===== src/rtl/day_count_to_calendar_date_macros.svh =====
// Assertion macros shared by the calendar date RTL.
// Included by dcd_date_pipe and day_count_to_calendar_date; no other dependencies.
// Define NO_ASSERTIONS to compile every check away.
`ifndef DAY_COUNT_TO_CALENDAR_DATE_MACROS_SVH
`define DAY_COUNT_TO_CALENDAR_DATE_MACROS_SVH

`ifndef NO_ASSERTIONS

// Check cons in the same cycle as ante.
`define DCD_ASSERT_IMP(label, clk, rst_n, ante, cons) \
    label: assert property (@(posedge clk) disable iff (!(rst_n)) (ante) |-> (cons)) \
        else $error("calendar date check failed");

// Check cons in the cycle after ante.
`define DCD_ASSERT_NXT(label, clk, rst_n, ante, cons) \
    label: assert property (@(posedge clk) disable iff (!(rst_n)) (ante) |=> (cons)) \
        else $error("calendar date check failed");

`else

`define DCD_ASSERT_IMP(label, clk, rst_n, ante, cons)
`define DCD_ASSERT_NXT(label, clk, rst_n, ante, cons)

`endif

`endif


===== src/rtl/dcd_pkg.sv =====
// Types and constants for the day count to calendar date block.
// No dependencies; used by dcd_date_pipe and day_count_to_calendar_date.
`timescale 1ns / 1ps
`default_nettype none

package dcd_pkg;

    // Pipeline depth from accepted beat to result strobe
    localparam int PIPE_DEPTH = 6;

    // Day count is shifted so that day 0 is 1600-03-01 (start of a 400-year era)
    localparam logic [17:0] DAY_OFFSET  = 18'd146037;
    localparam logic [17:0] ERA_DAYS    = 18'd146097;
    localparam logic [17:0] CENT1_DAYS  = 18'd36524;
    localparam logic [17:0] CENT2_DAYS  = 18'd73048;
    localparam logic [17:0] CENT3_DAYS  = 18'd109572;

    // Four-year cycle: quotient by reciprocal multiply, exact for values <= 36524
    localparam logic [15:0] QUAD_DAYS   = 16'd1461;
    localparam logic [31:0] QUAD_RECIP  = 32'd45934;
    localparam int          QUAD_SHIFT  = 26;

    localparam logic [10:0] YEAR1_DAYS  = 11'd365;
    localparam logic [10:0] YEAR2_DAYS  = 11'd730;
    localparam logic [10:0] YEAR3_DAYS  = 11'd1095;
    localparam logic [8:0]  CENT_YEARS  = 9'd100;

    localparam logic [11:0] BASE_YEAR   = 12'd1600;
    localparam logic [11:0] ERA_YEARS   = 12'd400;
    localparam logic [11:0] MIN_YEAR    = 12'd2000;
    localparam logic [11:0] MAX_YEAR    = 12'd2179;

    // Months counted from March: index 10 is January, 11 is February
    localparam logic [3:0]  MP_JAN      = 4'd10;
    localparam logic [3:0]  MP_LAST     = 4'd11;
    localparam logic [3:0]  MONTH_MAR   = 4'd3;
    localparam logic [3:0]  MONTH_WRAP  = 4'd9;
    localparam logic [8:0]  MONTH_START [12] = '{
        9'd0,   9'd31,  9'd61,  9'd92,  9'd122, 9'd153,
        9'd184, 9'd214, 9'd245, 9'd275, 9'd306, 9'd337
    };

    // Time of day: hour by reciprocal multiply, exact for values < 1440
    localparam logic [15:0] MINUTES_PER_DAY  = 16'd1440;
    localparam logic [10:0] MINUTES_PER_HOUR = 11'd60;
    localparam logic [25:0] MIN_RECIP        = 26'd17477;
    localparam int          MIN_SHIFT        = 20;
    localparam logic [4:0]  SAT_HOUR         = 5'd23;
    localparam logic [5:0]  SAT_MINUTE       = 6'd59;

    typedef struct packed {
        logic [11:0] year;
        logic [3:0]  month;
        logic [4:0]  day;
    } t_date;

    typedef struct packed {
        logic [4:0] hour;
        logic [5:0] minute;
        logic       oor;
    } t_time;

endpackage

`default_nettype wire


===== src/rtl/dcd_date_pipe.sv =====
// Six-stage pipeline from day count since 2000-01-01 to year, month, day.
// Depends on dcd_pkg and day_count_to_calendar_date_macros.svh.
`timescale 1ns / 1ps
`default_nettype none
`include "day_count_to_calendar_date_macros.svh"

module dcd_date_pipe (
    input  logic          i_clk,
    input  logic          i_rst_n,
    input  logic          i_valid,
    input  logic [15:0]   i_days,
    output logic          o_valid,
    output dcd_pkg::t_date o_date
);
    import dcd_pkg::*;

    logic [PIPE_DEPTH-1:0] r_vld;

    logic [17:0] n_z1;
    logic        n_era1;
    logic [17:0] n_doe1;
    logic [17:0] r_doe1;
    logic        r_era1;

    logic [17:0] n_cbase2;
    logic [1:0]  n_c2;
    logic [17:0] n_cdiff2;
    logic [15:0] r_doc2;
    logic [1:0]  r_c2;
    logic        r_era2;

    logic [31:0] n_prod3;
    logic [4:0]  r_q3;
    logic [15:0] r_doc3;
    logic [1:0]  r_c3;
    logic        r_era3;

    logic [15:0] n_qdiff4;
    logic [10:0] r_dq4;
    logic [4:0]  r_q4;
    logic [1:0]  r_c4;
    logic        r_era4;

    logic [1:0]  n_yq5;
    logic [10:0] n_ybase5;
    logic [10:0] n_ydiff5;
    logic [8:0]  n_yoe5;
    logic [8:0]  r_doy5;
    logic [8:0]  r_yoe5;
    logic        r_era5;

    logic [3:0]  n_mp6;
    logic [8:0]  n_mdiff6;
    t_date       n_date6;
    t_date       r_date6;

    // Advance valid bits alongside the data
    always_ff @(posedge i_clk) begin
        if (!i_rst_n) begin
            r_vld <= '0;
        end else begin
            r_vld <= {r_vld[PIPE_DEPTH-2:0], i_valid};
        end
    end

    // Stage 1: move origin to 1600-03-01, split off the 400-year era
    always_comb begin
        n_z1   = {2'b00, i_days} + DAY_OFFSET;
        n_era1 = (n_z1 >= ERA_DAYS);
        n_doe1 = n_era1 ? (n_z1 - ERA_DAYS) : n_z1;
    end

    // Stage 2: century within the era, capped at 3 for the last leap day
    always_comb begin
        priority if (r_doe1 >= CENT3_DAYS) begin
            n_c2 = 2'd3; n_cbase2 = CENT3_DAYS;
        end else if (r_doe1 >= CENT2_DAYS) begin
            n_c2 = 2'd2; n_cbase2 = CENT2_DAYS;
        end else if (r_doe1 >= CENT1_DAYS) begin
            n_c2 = 2'd1; n_cbase2 = CENT1_DAYS;
        end else begin
            n_c2 = 2'd0; n_cbase2 = '0;
        end
        n_cdiff2 = r_doe1 - n_cbase2;
    end

    // Stage 3: four-year cycle index by reciprocal multiply
    assign n_prod3 = {16'd0, r_doc2} * QUAD_RECIP;

    // Stage 4: day within the four-year cycle
    assign n_qdiff4 = r_doc3 - ({11'd0, r_q3} * QUAD_DAYS);

    // Stage 5: year within the cycle, capped at 3; build year of era
    always_comb begin
        priority if (r_dq4 >= YEAR3_DAYS) begin
            n_yq5 = 2'd3; n_ybase5 = YEAR3_DAYS;
        end else if (r_dq4 >= YEAR2_DAYS) begin
            n_yq5 = 2'd2; n_ybase5 = YEAR2_DAYS;
        end else if (r_dq4 >= YEAR1_DAYS) begin
            n_yq5 = 2'd1; n_ybase5 = YEAR1_DAYS;
        end else begin
            n_yq5 = 2'd0; n_ybase5 = '0;
        end
        n_ydiff5 = r_dq4 - n_ybase5;
        n_yoe5   = ({7'd0, r_c4} * CENT_YEARS) + {2'd0, r_q4, 2'b00} + {7'd0, n_yq5};
    end

    // Stage 6: month from March-based start table, then civil year
    always_comb begin
        n_mp6 = '0;
        for (int k = 1; k <= int'(MP_LAST); k++) begin
            if (r_doy5 >= MONTH_START[k]) begin
                n_mp6 = 4'(k);
            end
        end
        n_mdiff6      = r_doy5 - MONTH_START[n_mp6];
        n_date6.day   = n_mdiff6[4:0] + 5'd1;
        n_date6.month = (n_mp6 < MP_JAN) ? (n_mp6 + MONTH_MAR) : (n_mp6 - MONTH_WRAP);
        n_date6.year  = BASE_YEAR + (r_era5 ? ERA_YEARS : 12'd0) + {3'd0, r_yoe5}
                        + {11'd0, (n_mp6 >= MP_JAN)};
    end

    // Load payload every cycle; valid bits tell which beats are real
    always_ff @(posedge i_clk) begin
        r_doe1  <= n_doe1;
        r_era1  <= n_era1;

        r_doc2  <= n_cdiff2[15:0];
        r_c2    <= n_c2;
        r_era2  <= r_era1;

        r_q3    <= n_prod3[QUAD_SHIFT+4:QUAD_SHIFT];
        r_doc3  <= r_doc2;
        r_c3    <= r_c2;
        r_era3  <= r_era2;

        r_dq4   <= n_qdiff4[10:0];
        r_q4    <= r_q3;
        r_c4    <= r_c3;
        r_era4  <= r_era3;

        r_doy5  <= n_ydiff5[8:0];
        r_yoe5  <= n_yoe5;
        r_era5  <= r_era4;

        r_date6 <= n_date6;
    end

    assign o_valid = r_vld[PIPE_DEPTH-1];
    assign o_date  = r_date6;

    `DCD_ASSERT_IMP(a_month_range, i_clk, i_rst_n, o_valid, (o_date.month >= 4'd1) && (o_date.month <= 4'd12))
    `DCD_ASSERT_IMP(a_day_range, i_clk, i_rst_n, o_valid, (o_date.day >= 5'd1) && (o_date.day <= 5'd31))
    `DCD_ASSERT_IMP(a_year_range, i_clk, i_rst_n, o_valid, (o_date.year >= MIN_YEAR) && (o_date.year <= MAX_YEAR))

endmodule

`default_nettype wire


===== src/rtl/day_count_to_calendar_date.sv =====
// Top level: day count and minutes of day to calendar date and time of day.
// Depends on dcd_pkg, dcd_date_pipe and day_count_to_calendar_date_macros.svh.
//
// Usage:
//   Drive i_days_since_2000 and i_minutes_of_day and raise start. The beat is
//   taken at a rising edge where start is high and busy is low. busy is high
//   while reset is held and until the first clock edge after its release, and
//   low from then on, so a new beat can be taken at every clock.
//   Each beat gives one result: o_done is high for exactly one cycle with
//   o_year, o_month, o_day_of_month, o_hour, o_minute, o_time_out_of_range.
//   Results come from the six-register date pipeline (era, century,
//   four-year multiply, cycle remainder, year, month); throughput is one beat
//   per cycle. The time path runs beside it and is delayed to match.
//   Minutes of 1440 or more set o_time_out_of_range and give 23:59.
//   Reset (i_rst_n low, synchronous) clears all valid bits; beats in flight
//   are dropped. The receiver cannot stall: results must be taken as shown.
`timescale 1ns / 1ps
`default_nettype none
`include "day_count_to_calendar_date_macros.svh"

module day_count_to_calendar_date (
    input  logic        i_clk,
    input  logic        i_rst_n,
    input  logic        start,
    output logic        busy,
    input  logic [15:0] i_days_since_2000,
    input  logic [15:0] i_minutes_of_day,
    output logic        o_done,
    output logic [11:0] o_year,
    output logic [3:0]  o_month,
    output logic [4:0]  o_day_of_month,
    output logic [4:0]  o_hour,
    output logic [5:0]  o_minute,
    output logic        o_time_out_of_range
);
    import dcd_pkg::*;

    localparam int TIME_DLY = PIPE_DEPTH - 3;

    logic        r_busy;
    logic        accept;

    logic [10:0] r_mins1;
    logic        r_oor1;

    logic [25:0] n_prod2;
    logic [4:0]  r_hour2;
    logic [10:0] r_mins2;
    logic        r_oor2;

    logic [10:0] n_mdiff3;
    t_time       n_time3;
    t_time       r_time3;
    t_time       r_time_dly [TIME_DLY];

    logic        date_valid;
    t_date       date;

    // Hold busy in reset and until the first clock edge after its release
    always_ff @(posedge i_clk) begin
        if (!i_rst_n) begin
            r_busy <= 1'b1;
        end else begin
            r_busy <= 1'b0;
        end
    end

    assign busy   = r_busy;
    assign accept = start && !r_busy;

    dcd_date_pipe u_date (
        .i_clk   (i_clk),
        .i_rst_n (i_rst_n),
        .i_valid (accept),
        .i_days  (i_days_since_2000),
        .o_valid (date_valid),
        .o_date  (date)
    );

    // Hour by reciprocal multiply
    assign n_prod2 = {15'd0, r_mins1} * MIN_RECIP;

    // Minute remainder, then saturate out-of-range time
    always_comb begin
        n_mdiff3 = r_mins2 - ({6'd0, r_hour2} * MINUTES_PER_HOUR);
        if (r_oor2) begin
            n_time3.hour   = SAT_HOUR;
            n_time3.minute = SAT_MINUTE;
        end else begin
            n_time3.hour   = r_hour2;
            n_time3.minute = n_mdiff3[5:0];
        end
        n_time3.oor = r_oor2;
    end

    // Time path payload, delayed to line up with the date pipeline
    always_ff @(posedge i_clk) begin
        r_mins1 <= i_minutes_of_day[10:0];
        r_oor1  <= (i_minutes_of_day >= MINUTES_PER_DAY);

        r_hour2 <= n_prod2[MIN_SHIFT+4:MIN_SHIFT];
        r_mins2 <= r_mins1;
        r_oor2  <= r_oor1;

        r_time3 <= n_time3;

        r_time_dly[0] <= r_time3;
        for (int i = 1; i < TIME_DLY; i++) begin
            r_time_dly[i] <= r_time_dly[i-1];
        end
    end

    assign o_done              = date_valid;
    assign o_year              = date.year;
    assign o_month             = date.month;
    assign o_day_of_month      = date.day;
    assign o_hour              = r_time_dly[TIME_DLY-1].hour;
    assign o_minute            = r_time_dly[TIME_DLY-1].minute;
    assign o_time_out_of_range = r_time_dly[TIME_DLY-1].oor;

    `DCD_ASSERT_IMP(a_latency, i_clk, i_rst_n, accept, ##(PIPE_DEPTH) o_done)
    `DCD_ASSERT_IMP(a_sat_time, i_clk, i_rst_n, o_done && o_time_out_of_range, (o_hour == SAT_HOUR) && (o_minute == SAT_MINUTE))
    `DCD_ASSERT_IMP(a_time_range, i_clk, i_rst_n, o_done, (o_hour <= SAT_HOUR) && (o_minute <= SAT_MINUTE))

endmodule

`default_nettype wire

===== config.mk =====
export PLATFORM = sky130hd
export DESIGN_NAME = day_count_to_calendar_date
export DESIGN_NICKNAME = d
export VERILOG_FILES = /design/src/rtl/dcd_pkg.sv /design/src/rtl/dcd_date_pipe.sv /design/src/rtl/day_count_to_calendar_date.sv
export VERILOG_INCLUDE_DIRS = /design/src /design/src/rtl
export SDC_FILE = /design/constraint.sdc
export NUM_CORES = 1
export LEC_CHECK = 0
export ABC_AREA = 1
export BUFFER_PORTS_ARGS = -buffer_cell sky130_fd_sc_hd__buf_2
export CAP_MARGIN = 5
export CELL_PAD_IN_SITES_DETAIL_PLACEMENT = 1
export CELL_PAD_IN_SITES_GLOBAL_PLACEMENT = 1
export CORE_UTILIZATION = 45
export DETAILED_ROUTE_END_ITERATION = 6
export HOLD_SLACK_MARGIN = 0.12
export PLACE_DENSITY = 0.79
export RECOVER_POWER = 25
export SLEW_MARGIN = 20
export SYNTH_ARGS = -nofsm -noshare
export SYNTH_HDL_FRONTEND = slang
export SYNTH_SLANG_ARGS = --single-unit

===== constraint.sdc =====
create_clock -name i_clk -period 5.8 [get_ports i_clk]
set_input_delay 0.58 -clock i_clk [delete_from_list [all_inputs] [get_ports i_clk]]
set_output_delay 0.58 -clock i_clk [all_outputs]
set_load 0.03 [all_outputs]

==> metrics.txt <==
result of the run finished, final reports clean; Placeable Area 33500 sq um; setup skew after layout 0.0107 ns; Worst Path Max Fanout 5; die area 34800 sq um; clk_lat worst skew 0.45 ns; Setup Fix Bufs, Post-CTS 0; CP startpoint kind register; CTS resizes 0; RSZ-0062 raised after global routing no; Clock Sink Count 195; fin nets 2253; number of flops mapped to enable cells by yosys 0; Die Y 186 um; fillers 4040; post-synth top area share 0.255; First DRT Iteration DRCs 353; CTS Buf Count 17; top cells by area, synth dfxtp_1 25%, ha_1 20%, fa_1 17%; TNS Setup 0 ns; first-pass GRT wire length 63100 um; H-tree depth 4; vias in the first global route 13200; synthesis-to-layout area growth 8.95%; cells after synthesis 1768; synthesized area per cell 8.66 sq um; commonest non-fill, non-tap cells in the layout 375 x inv_1, 268 x nand2_1, 248 x ha_1, 195 x dfxtp_1, 131 x fa_1; DP HPWL 30900 um; Non-Filler Instances 2300; sequential fraction of the synthesis area 0.255; Initial Util 0.457; WS Path Type reg2reg; GRT Overall Usage 0.225; clk root buf clkbuf_16; Worst Hold Class in2reg; placed cells 2268; Post-DRT Antenna Nets 0; number of library cell types mapped by synthesis 45; post-layout min period 5.30 ns; layout cells sized above 1 0.0859; grt total ovfl 0; Remaining DRCs 0; Slew @ Worst Pin 0.652 ns; Synth area leader dfxtp_1; YS warnings 0; CTS Buffer Depth 2; initial antenna violation count 0; CTS tree done; MaxCap Viol Count 0; f_max 189 MHz; CP endpoint kind register; Slew Viols, Final 0; Setup Viol. Count Final 0; Fin. Hold Viols 0; Final GP Congestion 0.887; ys async rst share 0; Pre-antenna DRT Iters 4; die width 186 um; critical path data arrival time 5.62 ns; Post-Syn Area 15300 sq um; flops & latches, synth 195; number of vias per cell 5.02; most common cell after layout, fill and taps aside inv_1; Reg clk slew, reported paths 0.07 ns; main flop type after synthesis dfxtp_1; Worst Path Required 6.12 ns; WL per Instance 16.1 um; PortBufs 69; WL final 37000 um; Net Count, Synth 2182; via count 11500; largest net degree at the start of global routing 21; Rel. slew slack 0.566; cts hold-fix bufs 0; crit share post-route 0.913; Ports 70; Multi-input gate area 9840 sq um; row count 67; FF+latch area 3900 sq um; Ant. Diodes 0
-- through the flow --
| stage | util | cell area, sq um | hold WS, ns | setup slack [ns] |
|---|---|---|---|---|
| 3_5_place_dp | 0.480 | 16100 | 0.313 | 0.531 |
| 6_report | 0.498 | 16700 | 0.230 | 0.503 |
| 4_1_cts | 0.498 | 16700 | 0.209 | 0.501 |
| 5_1_grt | 0.498 | 16700 | 0.211 | 0.143 |
| 2_1_floorplan | - | 15300 | 0.310 | 0.938 |
| 3_3_place_gp | 0.480 | 16100 | 0.311 | 0.682 |
-- worst max-delay path: stages, from the launching register on --
cell and delay (ns):
dfxtp_1 0.44, inv_1 0.21, fa_1 0.57, inv_1 0.05, fa_1 0.47, inv_1 0.05, fa_1 0.50, inv_1 0.05
fa_1 0.47, fa_1 0.54, inv_1 0.05, fa_1 0.53, inv_1 0.04, ha_1 0.31, nand2_1 0.07, nand2_1 0.06
a31oi_1 0.21, o21bai_1 0.11, a21oi_1 0.18, nand2_1 0.10, xnor2_1 0.13
-- layer usage --
layer	global-route usage	share of wire	vias to the layer above
met3	0.0310	0.020	46
met1	0.248	0.41	5656
met4	0.0637	0.020	0
met2	0.443	0.55	129
met5	0	0	-
li1	-	-	5710
-- synthesized netlist by cell type (7+ instances only) --
master	n
nor3_1	16
xor2_1	49
xnor2_1	27
nor2_1	87
a21oi_1	83
ha_1	248
nand3_1	77
buf_4	12
dfxtp_1	195
fa_1	131
nor4_1	7
or2_2	9
nand2_1	268
nand4_1	20
o21ai_0	57
inv_2	7
nand2_2	23
inv_1	375
-- area by class of cell --
cell class                 instances  area share
clock inverter                    14     0.00915
clock buffer                      18      0.0263
timing repair buffer              70      0.0209
multi-input combinational       1172       0.590
inverter                         383      0.0862
tap                              448      0.0336
sequential                       195       0.234
-- flip-flops by register name, summed over array words and instances, names as in the netlist, 2 cells and up --
signal and count:
r_hour2 5, r_mins1 11, r_mins2 6, r_time3 12
r_time_dly 36, u_date.o_date 21, u_date.r_c2 2, u_date.r_c3 2
u_date.r_c4 2, u_date.r_doc2 16, u_date.r_doc3 11, u_date.r_doe1 18
u_date.r_doy5 9, u_date.r_dq4 11, u_date.r_q3 5, u_date.r_q4 5
u_date.r_vld 6, u_date.r_yoe5 9
-- cells by family after synthesis --
logic type / Yosys count / share of synthesized area
flip-flops: 195 / 0.255
XOR/XNOR: 76 / 0.0435
AND/OR/NAND/NOR: 530 / 0.157
buffers and inverters: 401 / 0.102
AO/OA/AOI/OAI: 187 / 0.0688
adder cells (fa/ha/maj): 379 / 0.374
-- final timing paths --
path                            slack (ns)           startpoint  depth (start not counted)                 to
worst min register to register        0.33    r_time_dly[0][17]                          0  r_time_dly[0][29]
worst min-delay path                  0.23  i_minutes_of_day[2]                          1         r_mins1[2]
worst max register to register        0.50    u_date.r_doc2[12]                         20     u_date.r_q3[4]
worst max-delay path                  0.50    u_date.r_doc2[12]                         20     u_date.r_q3[4]
Power is not shown: default switching activity piles up to over one toggle a cycle in this logic, so the estimate is an artifact.
